### src/rtl/modexp_pkg.sv
// Shared types and constants for the modular exponentiation block.
package modexp_pkg;

    // Width of every field on the ports
    localparam int FIELD_W = 64;
    // Three packed input fields
    localparam int S_DATA_W = 3 * FIELD_W;

    // Operand selection for one modular multiplication
    typedef enum logic [1:0] {
        MUL_REDUCE,  // base mod m: (1 mod m) * base
        MUL_ACC,     // acc * sq mod m
        MUL_SQ       // sq * sq mod m
    } mul_sel_t;

    // Commands from controller to datapath
    typedef struct packed {
        logic     load;       // capture a new input word
        logic     mul_start;  // launch the shift-and-add multiplier
        mul_sel_t mul_sel;    // operands and destination for that launch
        logic     exp_shift;  // drop the consumed exponent bit
        logic     out_load;   // move the answer into the output register
    } modexp_cmd_t;

    // Status from datapath to controller
    typedef struct packed {
        logic mod_zero;
        logic exp_zero;
        logic exp_lsb;
        logic mul_done;
    } modexp_status_t;

endpackage

### src/rtl/modexp_mulmod.sv
// Bit-serial modular multiplier: one multiplier bit per cycle, MSB first.
module modexp_mulmod import modexp_pkg::*; #(
    parameter int WIDTH = 64
) (
    input  logic                 aclk,
    input  logic                 aresetn,
    input  logic                 start,
    input  logic [WIDTH-1:0]     a_in,   // must be below m
    input  logic [WIDTH-1:0]     b_in,   // any value
    input  logic [WIDTH-1:0]     m_in,   // nonzero, held stable while busy
    output logic                 done,   // last step, prod valid this cycle
    output logic [WIDTH-1:0]     prod
);

    localparam int CW   = (WIDTH > 1) ? $clog2(WIDTH) : 1;
    localparam int TW   = WIDTH + 2;
    localparam logic [CW-1:0] LAST = CW'(WIDTH - 1);

    logic             busy_reg, busy_next;
    logic [CW-1:0]    cnt_reg, cnt_next;
    logic [WIDTH-1:0] a_reg, a_next;
    logic [WIDTH-1:0] b_reg, b_next;
    logic [WIDTH-1:0] p_reg, p_next;

    logic [TW-1:0]    t_sum;
    logic [TW-1:0]    m_one;
    logic [TW-1:0]    m_two;
    logic [WIDTH-1:0] p_step;

    // p = 2p + bit*a, then bring back below m (sum stays below 3m)
    always_comb begin
        t_sum = ({2'b00, p_reg} << 1) + (b_reg[WIDTH-1] ? {2'b00, a_reg} : '0);
        m_one = {2'b00, m_in};
        m_two = {1'b0, m_in, 1'b0};
        if (t_sum >= m_two) begin
            p_step = WIDTH'(t_sum - m_two);
        end else if (t_sum >= m_one) begin
            p_step = WIDTH'(t_sum - m_one);
        end else begin
            p_step = t_sum[WIDTH-1:0];
        end
    end

    assign done = busy_reg && (cnt_reg == LAST);
    assign prod = p_step;

    // Operand and step counter update
    always_comb begin
        busy_next = busy_reg;
        cnt_next  = cnt_reg;
        a_next    = a_reg;
        b_next    = b_reg;
        p_next    = p_reg;
        if (start) begin
            busy_next = 1'b1;
            cnt_next  = '0;
            a_next    = a_in;
            b_next    = b_in;
            p_next    = '0;
        end else if (busy_reg) begin
            p_next   = p_step;
            b_next   = b_reg << 1;
            cnt_next = cnt_reg + 1'b1;
            if (done) begin
                busy_next = 1'b0;
            end
        end
    end

    always_ff @(posedge aclk) begin
        if (!aresetn) begin
            busy_reg <= 1'b0;
            cnt_reg  <= '0;
        end else begin
            busy_reg <= busy_next;
            cnt_reg  <= cnt_next;
        end
        a_reg <= a_next;
        b_reg <= b_next;
        p_reg <= p_next;
    end

endmodule

### src/rtl/modexp_dp.sv
// Datapath: operand registers, exponent shifter, multiplier and output register.
module modexp_dp import modexp_pkg::*; #(
    parameter int WIDTH = 64
) (
    input  logic                aclk,
    input  logic                aresetn,
    input  logic [S_DATA_W-1:0] s_tdata,
    input  modexp_cmd_t         cmd,
    output modexp_status_t      status,
    output logic [FIELD_W-1:0]  m_tdata,
    output logic                m_tuser
);

    // Arithmetic runs on the low WIDTH bits, never wider than the fields
    localparam int DW = (WIDTH < FIELD_W) ? WIDTH : FIELD_W;

    logic [DW-1:0] exp_reg, exp_next;
    logic [DW-1:0] mod_reg, mod_next;
    logic [DW-1:0] acc_reg, acc_next;
    logic [DW-1:0] sq_reg, sq_next;
    mul_sel_t      dest_reg, dest_next;
    logic [FIELD_W-1:0] res_reg, res_next;
    logic          err_reg, err_next;

    logic [DW-1:0] one_mod;
    logic [DW-1:0] mul_a;
    logic [DW-1:0] mul_b;
    logic          mul_done;
    logic [DW-1:0] mul_prod;

    // 1 mod m, used to reduce the base
    assign one_mod = (mod_reg == DW'(1)) ? '0 : DW'(1);

    // Multiplier operand selection
    always_comb begin
        unique case (cmd.mul_sel)
            MUL_REDUCE: begin
                mul_a = one_mod;
                mul_b = sq_reg;
            end
            MUL_ACC: begin
                mul_a = sq_reg;
                mul_b = acc_reg;
            end
            MUL_SQ: begin
                mul_a = sq_reg;
                mul_b = sq_reg;
            end
            default: begin
                mul_a = sq_reg;
                mul_b = sq_reg;
            end
        endcase
    end

    modexp_mulmod #(
        .WIDTH (DW)
    ) u_mulmod (
        .aclk    (aclk),
        .aresetn (aresetn),
        .start   (cmd.mul_start),
        .a_in    (mul_a),
        .b_in    (mul_b),
        .m_in    (mod_reg),
        .done    (mul_done),
        .prod    (mul_prod)
    );

    // Register updates
    always_comb begin
        exp_next  = exp_reg;
        mod_next  = mod_reg;
        acc_next  = acc_reg;
        sq_next   = sq_reg;
        dest_next = dest_reg;
        res_next  = res_reg;
        err_next  = err_reg;
        if (cmd.load) begin
            sq_next  = s_tdata[DW-1:0];
            exp_next = s_tdata[FIELD_W +: DW];
            mod_next = s_tdata[2*FIELD_W +: DW];
            acc_next = DW'(1);
        end
        if (cmd.mul_start) begin
            dest_next = cmd.mul_sel;
        end
        // Product write-back on the last multiplier step
        if (mul_done) begin
            case (dest_reg)
                MUL_ACC: acc_next = mul_prod;
                default: sq_next  = mul_prod;
            endcase
        end
        if (cmd.exp_shift) begin
            exp_next = exp_reg >> 1;
        end
        if (cmd.out_load) begin
            err_next = (mod_reg == '0);
            res_next = (mod_reg == '0) ? '0 : FIELD_W'(acc_reg);
        end
    end

    always_ff @(posedge aclk) begin
        exp_reg  <= exp_next;
        mod_reg  <= mod_next;
        acc_reg  <= acc_next;
        sq_reg   <= sq_next;
        dest_reg <= dest_next;
        res_reg  <= res_next;
        err_reg  <= err_next;
    end

    assign status.mod_zero = (mod_reg == '0);
    assign status.exp_zero = (exp_reg == '0);
    assign status.exp_lsb  = exp_reg[0];
    assign status.mul_done = mul_done;

    assign m_tdata = res_reg;
    assign m_tuser = err_reg;

endmodule

### src/rtl/modexp_ctrl.sv
// Controller: sequences base reduction, square-and-multiply passes and output.
module modexp_ctrl import modexp_pkg::*; (
    input  logic           aclk,
    input  logic           aresetn,
    input  logic           s_tvalid,
    output logic           s_tready,
    output logic           m_tvalid,
    input  logic           m_tready,
    input  modexp_status_t status,
    output modexp_cmd_t    cmd
);

    typedef enum logic [2:0] {
        ST_IDLE,
        ST_START,
        ST_REDUCE,
        ST_CHECK,
        ST_MUL_ACC,
        ST_MUL_SQ,
        ST_OUT
    } state_t;

    state_t state_reg, state_next;
    logic   out_valid_reg, out_valid_next;

    // Next state and commands
    always_comb begin
        state_next  = state_reg;
        cmd         = '0;
        cmd.mul_sel = MUL_SQ;
        s_tready    = 1'b0;
        unique case (state_reg)
            ST_IDLE: begin
                s_tready = 1'b1;
                if (s_tvalid) begin
                    cmd.load   = 1'b1;
                    state_next = ST_START;
                end
            end
            ST_START: begin
                if (status.mod_zero) begin
                    state_next = ST_OUT;
                end else begin
                    cmd.mul_start = 1'b1;
                    cmd.mul_sel   = MUL_REDUCE;
                    state_next    = ST_REDUCE;
                end
            end
            ST_REDUCE: begin
                if (status.mul_done) begin
                    state_next = ST_CHECK;
                end
            end
            ST_CHECK: begin
                if (status.exp_zero) begin
                    state_next = ST_OUT;
                end else if (status.exp_lsb) begin
                    cmd.mul_start = 1'b1;
                    cmd.mul_sel   = MUL_ACC;
                    state_next    = ST_MUL_ACC;
                end else begin
                    cmd.mul_start = 1'b1;
                    cmd.mul_sel   = MUL_SQ;
                    cmd.exp_shift = 1'b1;
                    state_next    = ST_MUL_SQ;
                end
            end
            ST_MUL_ACC: begin
                if (status.mul_done) begin
                    cmd.mul_start = 1'b1;
                    cmd.mul_sel   = MUL_SQ;
                    cmd.exp_shift = 1'b1;
                    state_next    = ST_MUL_SQ;
                end
            end
            ST_MUL_SQ: begin
                if (status.mul_done) begin
                    state_next = ST_CHECK;
                end
            end
            ST_OUT: begin
                if (!out_valid_reg || m_tready) begin
                    cmd.out_load = 1'b1;
                    state_next   = ST_IDLE;
                end
            end
            default: begin
                state_next = ST_IDLE;
            end
        endcase
    end

    // Output word valid flag
    always_comb begin
        out_valid_next = out_valid_reg;
        if (cmd.out_load) begin
            out_valid_next = 1'b1;
        end else if (m_tready) begin
            out_valid_next = 1'b0;
        end
    end

    always_ff @(posedge aclk) begin
        if (!aresetn) begin
            state_reg     <= ST_IDLE;
            out_valid_reg <= 1'b0;
        end else begin
            state_reg     <= state_next;
            out_valid_reg <= out_valid_next;
        end
    end

    assign m_tvalid = out_valid_reg;

endmodule

### src/rtl/modular_exponentiation.sv
// Modular exponentiation top level: base ** exponent mod modulus per word.
//
// Each input word carries a base, an exponent and a modulus; one result word
// comes back with the residue and an error flag that is set (residue 0) when
// the modulus is zero. An exponent of zero gives 1 for any nonzero modulus.
// Work uses the low min(WIDTH,64) bits (DW) of each field. One word is worked
// at a time, right-to-left square-and-multiply, every modular product done by
// a bit-serial shift-and-add multiplier. The next input word is taken while a
// finished result still waits in the output register.
module modular_exponentiation import modexp_pkg::*; #(
    parameter int WIDTH = 64
) (
    input  logic                aclk,
    input  logic                aresetn,
    input  logic                s_tvalid,
    output logic                s_tready,
    input  logic [S_DATA_W-1:0] s_tdata,   // base_value, exponent, modulus
    output logic                m_tvalid,
    input  logic                m_tready,
    output logic [FIELD_W-1:0]  m_tdata,   // residue
    output logic                m_tuser    // modulus_error
);

    modexp_cmd_t    cmd;
    modexp_status_t status;

    modexp_ctrl u_ctrl (
        .aclk     (aclk),
        .aresetn  (aresetn),
        .s_tvalid (s_tvalid),
        .s_tready (s_tready),
        .m_tvalid (m_tvalid),
        .m_tready (m_tready),
        .status   (status),
        .cmd      (cmd)
    );

    modexp_dp #(
        .WIDTH (WIDTH)
    ) u_dp (
        .aclk    (aclk),
        .aresetn (aresetn),
        .s_tdata (s_tdata),
        .cmd     (cmd),
        .status  (status),
        .m_tdata (m_tdata),
        .m_tuser (m_tuser)
    );

endmodule

### config.mk
export PLATFORM = sky130hd
export DESIGN_NAME = modular_exponentiation
export DESIGN_NICKNAME = d
export VERILOG_FILES = /design/src/rtl/modexp_pkg.sv /design/src/rtl/modexp_mulmod.sv /design/src/rtl/modexp_dp.sv /design/src/rtl/modexp_ctrl.sv /design/src/rtl/modular_exponentiation.sv
export SDC_FILE = /design/constraint.sdc
export NUM_CORES = 1
export LEC_CHECK = 0
export BUFFER_PORTS_ARGS = -buffer_cell sky130_fd_sc_hd__buf_2
export CAP_MARGIN = 25
export CORE_ASPECT_RATIO = 1.4
export CORE_MARGIN = 2
export CORE_UTILIZATION = 45
export CTS_CLUSTER_SIZE = 24
export DETAILED_ROUTE_END_ITERATION = 8
export PLACE_DENSITY = 0.61
export SYNTH_ARGS = -nofsm -noshare
export SYNTH_HDL_FRONTEND = slang
export SYNTH_SLANG_ARGS = --single-unit
### constraint.sdc
create_clock -name aclk -period 15.9 [get_ports aclk]
set_input_delay 0.795 -clock aclk [delete_from_list [all_inputs] [get_ports aclk]]
set_output_delay 0.795 -clock aclk [all_outputs]
set_load 0.03 [all_outputs]
# Yosys cells after proc, flatten, opt, wreduce, memory -nomap -nowiden
# Index checks and enable logic that the tools add are counted.
[totals]
ff_bits = 526
input_bits = 196
out_inout_bits = 67
word_cells = 90
[classes]
addsub = 4
order_cmp = 2
n_eq_ne = 14
mux = 41
bitwise_logic = 1
n_reduce_logical = 13
[op_table]
columns = ["cell", "n"]
rows = [
  ["two-way mux 64 bit", 13],
  ["zero test 64 bit", 2],
  ["subtractor 64 bit", 2],
  ["two-way mux 63 bit", 2],
  ["adder 65 x 64 -> 66 bit", 1],
  [">= comparator 66 x 64 -> 1 bit", 1],
  [">= comparator 66 x 65 -> 1 bit", 1],
  ["== test 64 x 1 -> 1 bit, second input constant", 1],
  ["two-way mux 3 bit", 7],
  ["case mux 3 bit (6 select lines)", 1],
  ["two-way mux 1 bit", 13],
  ["== test 3 bit, second input constant", 3],
  ["case mux 3 bit (3 select lines)", 1],
  ["two-way mux 4 bit", 2],
  ["adder 6 x 1 -> 6 bit, second input constant", 1],
  ["== test 3 x 2 -> 1 bit, second input constant", 2],
  ["== test 6 bit, second input constant", 1],
  ["inequality test 2 x 1 -> 1 bit, second input constant", 3],
  ["nonzero test 2 bit", 3],
  ["== test 2 x 1 -> 1 bit, second input constant", 2],
  ["AND reduction 4 bit", 1],
  ["OR reduction 2 bit", 2],
  ["== test 3 x 1 -> 1 bit, second input constant", 1],
  ["zero test 3 bit", 1],
  ["8 further kinds", 8],
]

# Depth between registers and ports, before layout
[depth]
ltp_word = 7
depth_mapped = 29
ltp_nobuf = 24

# Hierarchy
# A second synthesis with hierarchy kept.
[hier_totals]
hier_cells = 3675
hier_area_um2 = 34488.1
[by_module_without_submodules]
columns = ["mod", "n_inst", "cells_each", "area_each_um2", "seq_area_each_um2"]
rows = [
  ["modexp_mulmod", 1, 2532, 20500.9, 5265.0],
  ["modexp_dp", 1, 1098, 13646.8, 8408.1],
  ["modexp_ctrl", 1, 45, 340.3, 80.1],
]

# Worst setup path before layout
# OpenSTA, ideal clock, no wires.
[synth_path]
path_type = "reg2reg"
from = "register u_dp.u_mulmod.b_reg[63]"
to = "register u_dp.u_mulmod.p_reg[43]"
setup_ns = 0.254
arrival_ns = 5.624
required_ns = 15.646
setup_slack_ns = 10.022
stages_incl_launch_ff = 28
n_path_buf = 5
synth_period_minus_slack_ns = 5.878
path_cell_list = "edfxtp_1 -> clkbuf_1 -> clkbuf_1 -> and2_1 -> ha_1 -> clkbuf_2 -> nand2_1 -> nor4_1 -> nand2_1 -> and4_1 -> or4_4 -> a2111oi_4 -> nor2_1 -> o31ai_2 -> xor2_1 -> ha_1 -> nand4_1 -> nor2_1 -> and3_1 -> a41o_1 -> a221oi_1 -> o2111a_1 -> o21a_1 -> buf_2 -> clkbuf_1 -> o21ai_0 -> o211ai_1 -> a21oi_1"
[synth_via]
elab_chain_len = 5
word_cells_on_any_way = 8
cone_classes = "add/sub: 3; order compare: 2; mux: 3"
[synth_lines]
columns = ["element", "line_no", "text"]
rows = [
  ["start: declaration", "modexp_mulmod.sv:22", "logic [WIDTH-1:0] b_reg, b_next;"],
  ["start signal: assignment", "modexp_mulmod.sv:79", "b_reg <= b_next;"],
  ["two-way mux 64 bit *", "modexp_mulmod.sv:32", "t_sum = ({2'b00, p_reg} << 1) + (b_reg[WIDTH-1] ? {2'b00, a_reg} : '0);"],
  ["adder 65 x 64 -> 66 bit *", "modexp_mulmod.sv:32", ""],
  ["subtractor 64 bit or >= comparator 66 x 64 -> 1 bit (tied branches)", "modexp_mulmod.sv:38, modexp_mulmod.sv:37", ""],
  ["two-way mux 64 bit", "modexp_mulmod.sv:37", "end else if (t_sum >= m_one) begin"],
  ["two-way mux 64 bit *", "modexp_mulmod.sv:35", "if (t_sum >= m_two) begin"],
  ["end signal: assignment", "modexp_mulmod.sv:80", "p_reg <= p_next;"],
  ["end: declaration", "modexp_mulmod.sv:23", "logic [WIDTH-1:0] p_reg, p_next;"],
]
# Mark *: on every way between the ends. The rest lies on a longest branch, timed or not.
# A chain may end at the register's enable or synchronous reset.

# Final worst setup path
[layout_path]
from = "register u_dp.u_mulmod.b_reg[63]"
to = "register u_dp.acc_reg[31]"
[layout_via]
elab_chain_len = 7
word_cells_on_any_way = 10
cone_classes = "add/sub: 3; order compare: 2; mux: 5"
[layout_lines]
columns = ["element", "line_no", "text"]
rows = [
  ["two-way mux 64 bit *", "modexp_mulmod.sv:32", ""],
  ["adder 65 x 64 -> 66 bit *", "modexp_mulmod.sv:32", ""],
  ["subtractor 64 bit or >= comparator 66 x 64 -> 1 bit (tied branches)", "modexp_mulmod.sv:38, modexp_mulmod.sv:37", ""],
  ["two-way mux 64 bit", "modexp_mulmod.sv:37", ""],
  ["two-way mux 64 bit *", "modexp_mulmod.sv:35", ""],
  ["two-way mux 64 bit *", "modexp_dp.sv:89", "case (dest_reg)"],
  ["two-way mux 64 bit *", "modexp_dp.sv:88", "if (mul_done) begin"],
  ["via u_dp.acc_next[31]", "modexp_dp.sv:19", "logic [DW-1:0] acc_reg, acc_next;"],
  ["end signal: assignment", "modexp_dp.sv:106", "acc_reg <= acc_next;"],
  ["end: declaration", "modexp_dp.sv:19", ""],
]
# The timed path passes the listed nets; every way through them passes the cells marked *.

==> impl_results.md <==
* Cells after Synth at 3,693
* Synth async-reset ratio at 0%
* RSZ-0062 raised after global routing: false
* Setup TNS at 0 ns
* Via count at ~29,000
* Critical Path Source: u_dp.u_mulmod.b_reg[63]$_DFFE_PP_
* Die area at 77,100 um2
* Crit path time final at 8.09 ns
* CP max-delay cell: buf_4
* Worst Path Max Fanout at 64
* Iter 0 DRT Violations at ~1,800
* TritonCTS clock tree: yes
* I/O Pins at 263
* Beginning of the worst hold path: s_tdata[128]
* Hold slack at 0.322 ns
* Average vias per placed instance at ~6.0
* Largest net degree at the start of global routing at 90
* Worst setup EP type: flip-flop
* Vias in the first global route at 29,300
* Post-synth EDFFs at about 320
* Final Max Tran Viols at 0
* Setup Fix Bufs, Post-CTS at 0
* Routability cong. at just over 1
* Final period util at between 50% and 60%
* CTS Buffer Depth at 3
* Outcome: finished clean
* Buf+Inv Stages, Crit Path at 3
* Count of different cell masters after synthesis at 93
* Initial antenna violation count at 5
* Synth Cell Area at around 34,000 um2
* Synth-to-layout area growth at 11.2%
* Critical path endpoint: u_dp.acc_reg[31]$_DFF_P_
* Die Y at about 330 um
* Worst EP arrival at between 8 and 9 ns
* GRT Residual Overflow at 0
* Critical setup path kind: reg2reg
* Sink Count at roughly 530
* Cts hold-fix bufs at 0
* PortBufs at 262
* Critical Path Start Type: flip-flop
* # H-tree levels at 2
* Slew margin rel. at 29.3%
* HP Class: in2reg
* HPWL after DPL at about 90,000 um
* Worst r2r src: u_dp.u_mulmod.b_reg[63]$_DFFE_PP_
* Placed Area at 35,700 um2
* Worst-Skew Late Latency at around 0.65 ns
* Avg Cell Area, Syn at around 9.1 um2
* First-pass GRT wire length at 176,000 um
* YS warnings at 0
* R2r setup slk at 7.81 ns
* Final setup fails at 0
* Final Cell Area at about 37,000 um2
* WL final at 119,000 um
* Layout net count at approximately 4,200
* Synth Register Bits at 526
* Required time worst endpoint at 16.37 ns
* Crit path depth at 26
* CP peak stage delay at between 0.7 and 0.8 ns
* Fmax at between 0.1 and 0.15 GHz
* Layout cells sized above 1 at 13.9%
* Synth Flop Type: edfxtp_1
* Max_cap viols at 0
* Post-Syn Nets at 4,084
* Least-Margin Pin Slew at 1.06 ns
* Reg clk slew, reported paths at approximately 0.07 ns
* Floorplan Core Area at about 74,000 um2
* Antenna Violating Nets Remaining at 0
* Util after Layout at a little over 50%
* R2r endpoint: u_dp.acc_reg[31]$_DFF_P_
* Final clock skew at slightly below 0.06 ns
* Final hold viol count at 0
* Overall routing resource usage at 30.1%
* Starting Density at 45.5%
* Worst path most repeated cell: o21ai_0
* Drt pass-1 iters at 6
* Clk root buf: clkbuf_16
* Worst-case reg-to-reg path depth at 26
* Routed WL per cell at 24.5 um
* CP delay by family, top: compound AO/OA/AOI/OAI gates
* Seq/Total Area, Yosys at 40.8%
* CTS Buf Count at 52
* # rows at between 100 and 150
* PostCTS Resize Cnt at 0
* Die Wd at ~240 um
* Remaining DRCs at 0
worst reg2reg max path: cells and delay by family, from the launching register on:
family	cells	cell delay, ns
adder cells (fa/ha/maj)	3	0.89
buffers and inverters	3	1.21
multiplexers	2	1.14
flip-flops	1	0.32
XOR/XNOR	1	0.46
AND/OR/NAND/NOR	3	0.76
AO/OA/AOI/OAI	14	3.15
cell usage after synthesis (5+ instances only):
cell	count	area, um2
and3_1	79	494
o211ai_1	21	158
nor3_1	44	220
and2_1	136	851
clkbuf_1	158	593
nor2_1	198	743
buf_1	5	18.8
dfxtp_1	204	4080
a31oi_1	24	150
nand4_1	58	363
or3_1	8	50.1
nand2b_1	23	144
and4_1	11	96.3
a221oi_1	14	123
o22ai_1	15	93.8
nor4_1	39	244
edfxtp_1	322	9670
o221ai_1	7	61.3
a31o_2	5	43.8
o21ai_0	289	1450
buf_2	29	145
a21oi_2	8	70.1
mux2_2	104	1170
nand2_1	381	1430
or2_2	7	43.8
mux2i_1	88	881
o21a_1	31	233
o31a_1	9	78.8
a21o_1	75	563
a211o_1	9	78.8
a21oi_1	343	1720
inv_1	131	492
a32oi_1	10	87.6
a21boi_0	12	90.1
nand3_1	125	626
a311oi_1	5	43.8
nor2b_1	85	532
o21ai_1	18	90.1
a211oi_1	30	225
o21bai_1	44	330
xnor2_1	110	963
ha_1	192	2400
a41oi_1	7	61.3
o31ai_1	16	120
xor2_1	68	596
kinds of logic (layout without fill, tap and decap cells):
family	count (synthesis)	after routing	synth area share [%]
other	0	4	0
AND/OR/NAND/NOR	1213	1213	17.8
AO/OA/AOI/OAI	1055	1055	19.4
adder cells (fa/ha/maj)	195	195	7.30
buffers and inverters	334	528	3.96
XOR/XNOR	178	178	4.62
flip-flops	526	526	40.8
multiplexers	192	192	6.09
layer usage:
metal	track usage (%)	wire (um)
met3	3.29	4460
met5	0	0
met2	55.1	60500
met4	26.8	12200
met1	30.3	41900
cell usage in the layout, fill, tap and decap left out, types with 110 or more instances in the layout:
cell type	n
ha_1	192
nor2_1	196
inv_1	129
o21ai_0	289
nand2_1	378
nand3_1	125
xnor2_1	110
and2_1	136
edfxtp_1	322
buf_2	263
dfxtp_1	203
a21oi_1	343
worst min-delay path by stage:
stage                                           end  cells after the start
3_3_place_gp   u_dp.u_mulmod.p_reg[33]$_SDFFE_PP0P_                      2
6_report                  u_dp.mod_reg[0]$_DFFE_PP_                      1
2_1_floorplan  u_dp.u_mulmod.p_reg[33]$_SDFFE_PP0P_                      2
3_5_place_dp   u_dp.u_mulmod.p_reg[33]$_SDFFE_PP0P_                      2
5_1_grt                  u_dp.mod_reg[13]$_DFFE_PP_                      1
4_1_cts                  u_dp.mod_reg[22]$_DFFE_PP_                      1
metrics by stage:
stage | instances | setup slack (ns)
floorplan | 3693 | 10.02
global placement | 4747 | 7.97
detailed placement | 4748 | 7.89
CTS | 4844 | 7.89
global route | 4849 | 7.23
finish | 4851 | 7.81
final cells by class:
| class | instances | area [um2] |
|---|---|---|
| clock buffers | 66 | 1370 |
| repair buffers | 300 | 1630 |
| multi-input cells | 2833 | 18700 |
| diodes | 4 | 10.0 |
| fillers | 7172 | 36600 |
| clock inverters | 30 | 315 |
| flip-flops and latches | 526 | 13800 |
| well taps | 960 | 1200 |
| inverters | 132 | 499 |
Power is left out: the tool's default activity adds up to more than one toggle a clock period on the data nets, which glitch-free logic cannot reach.
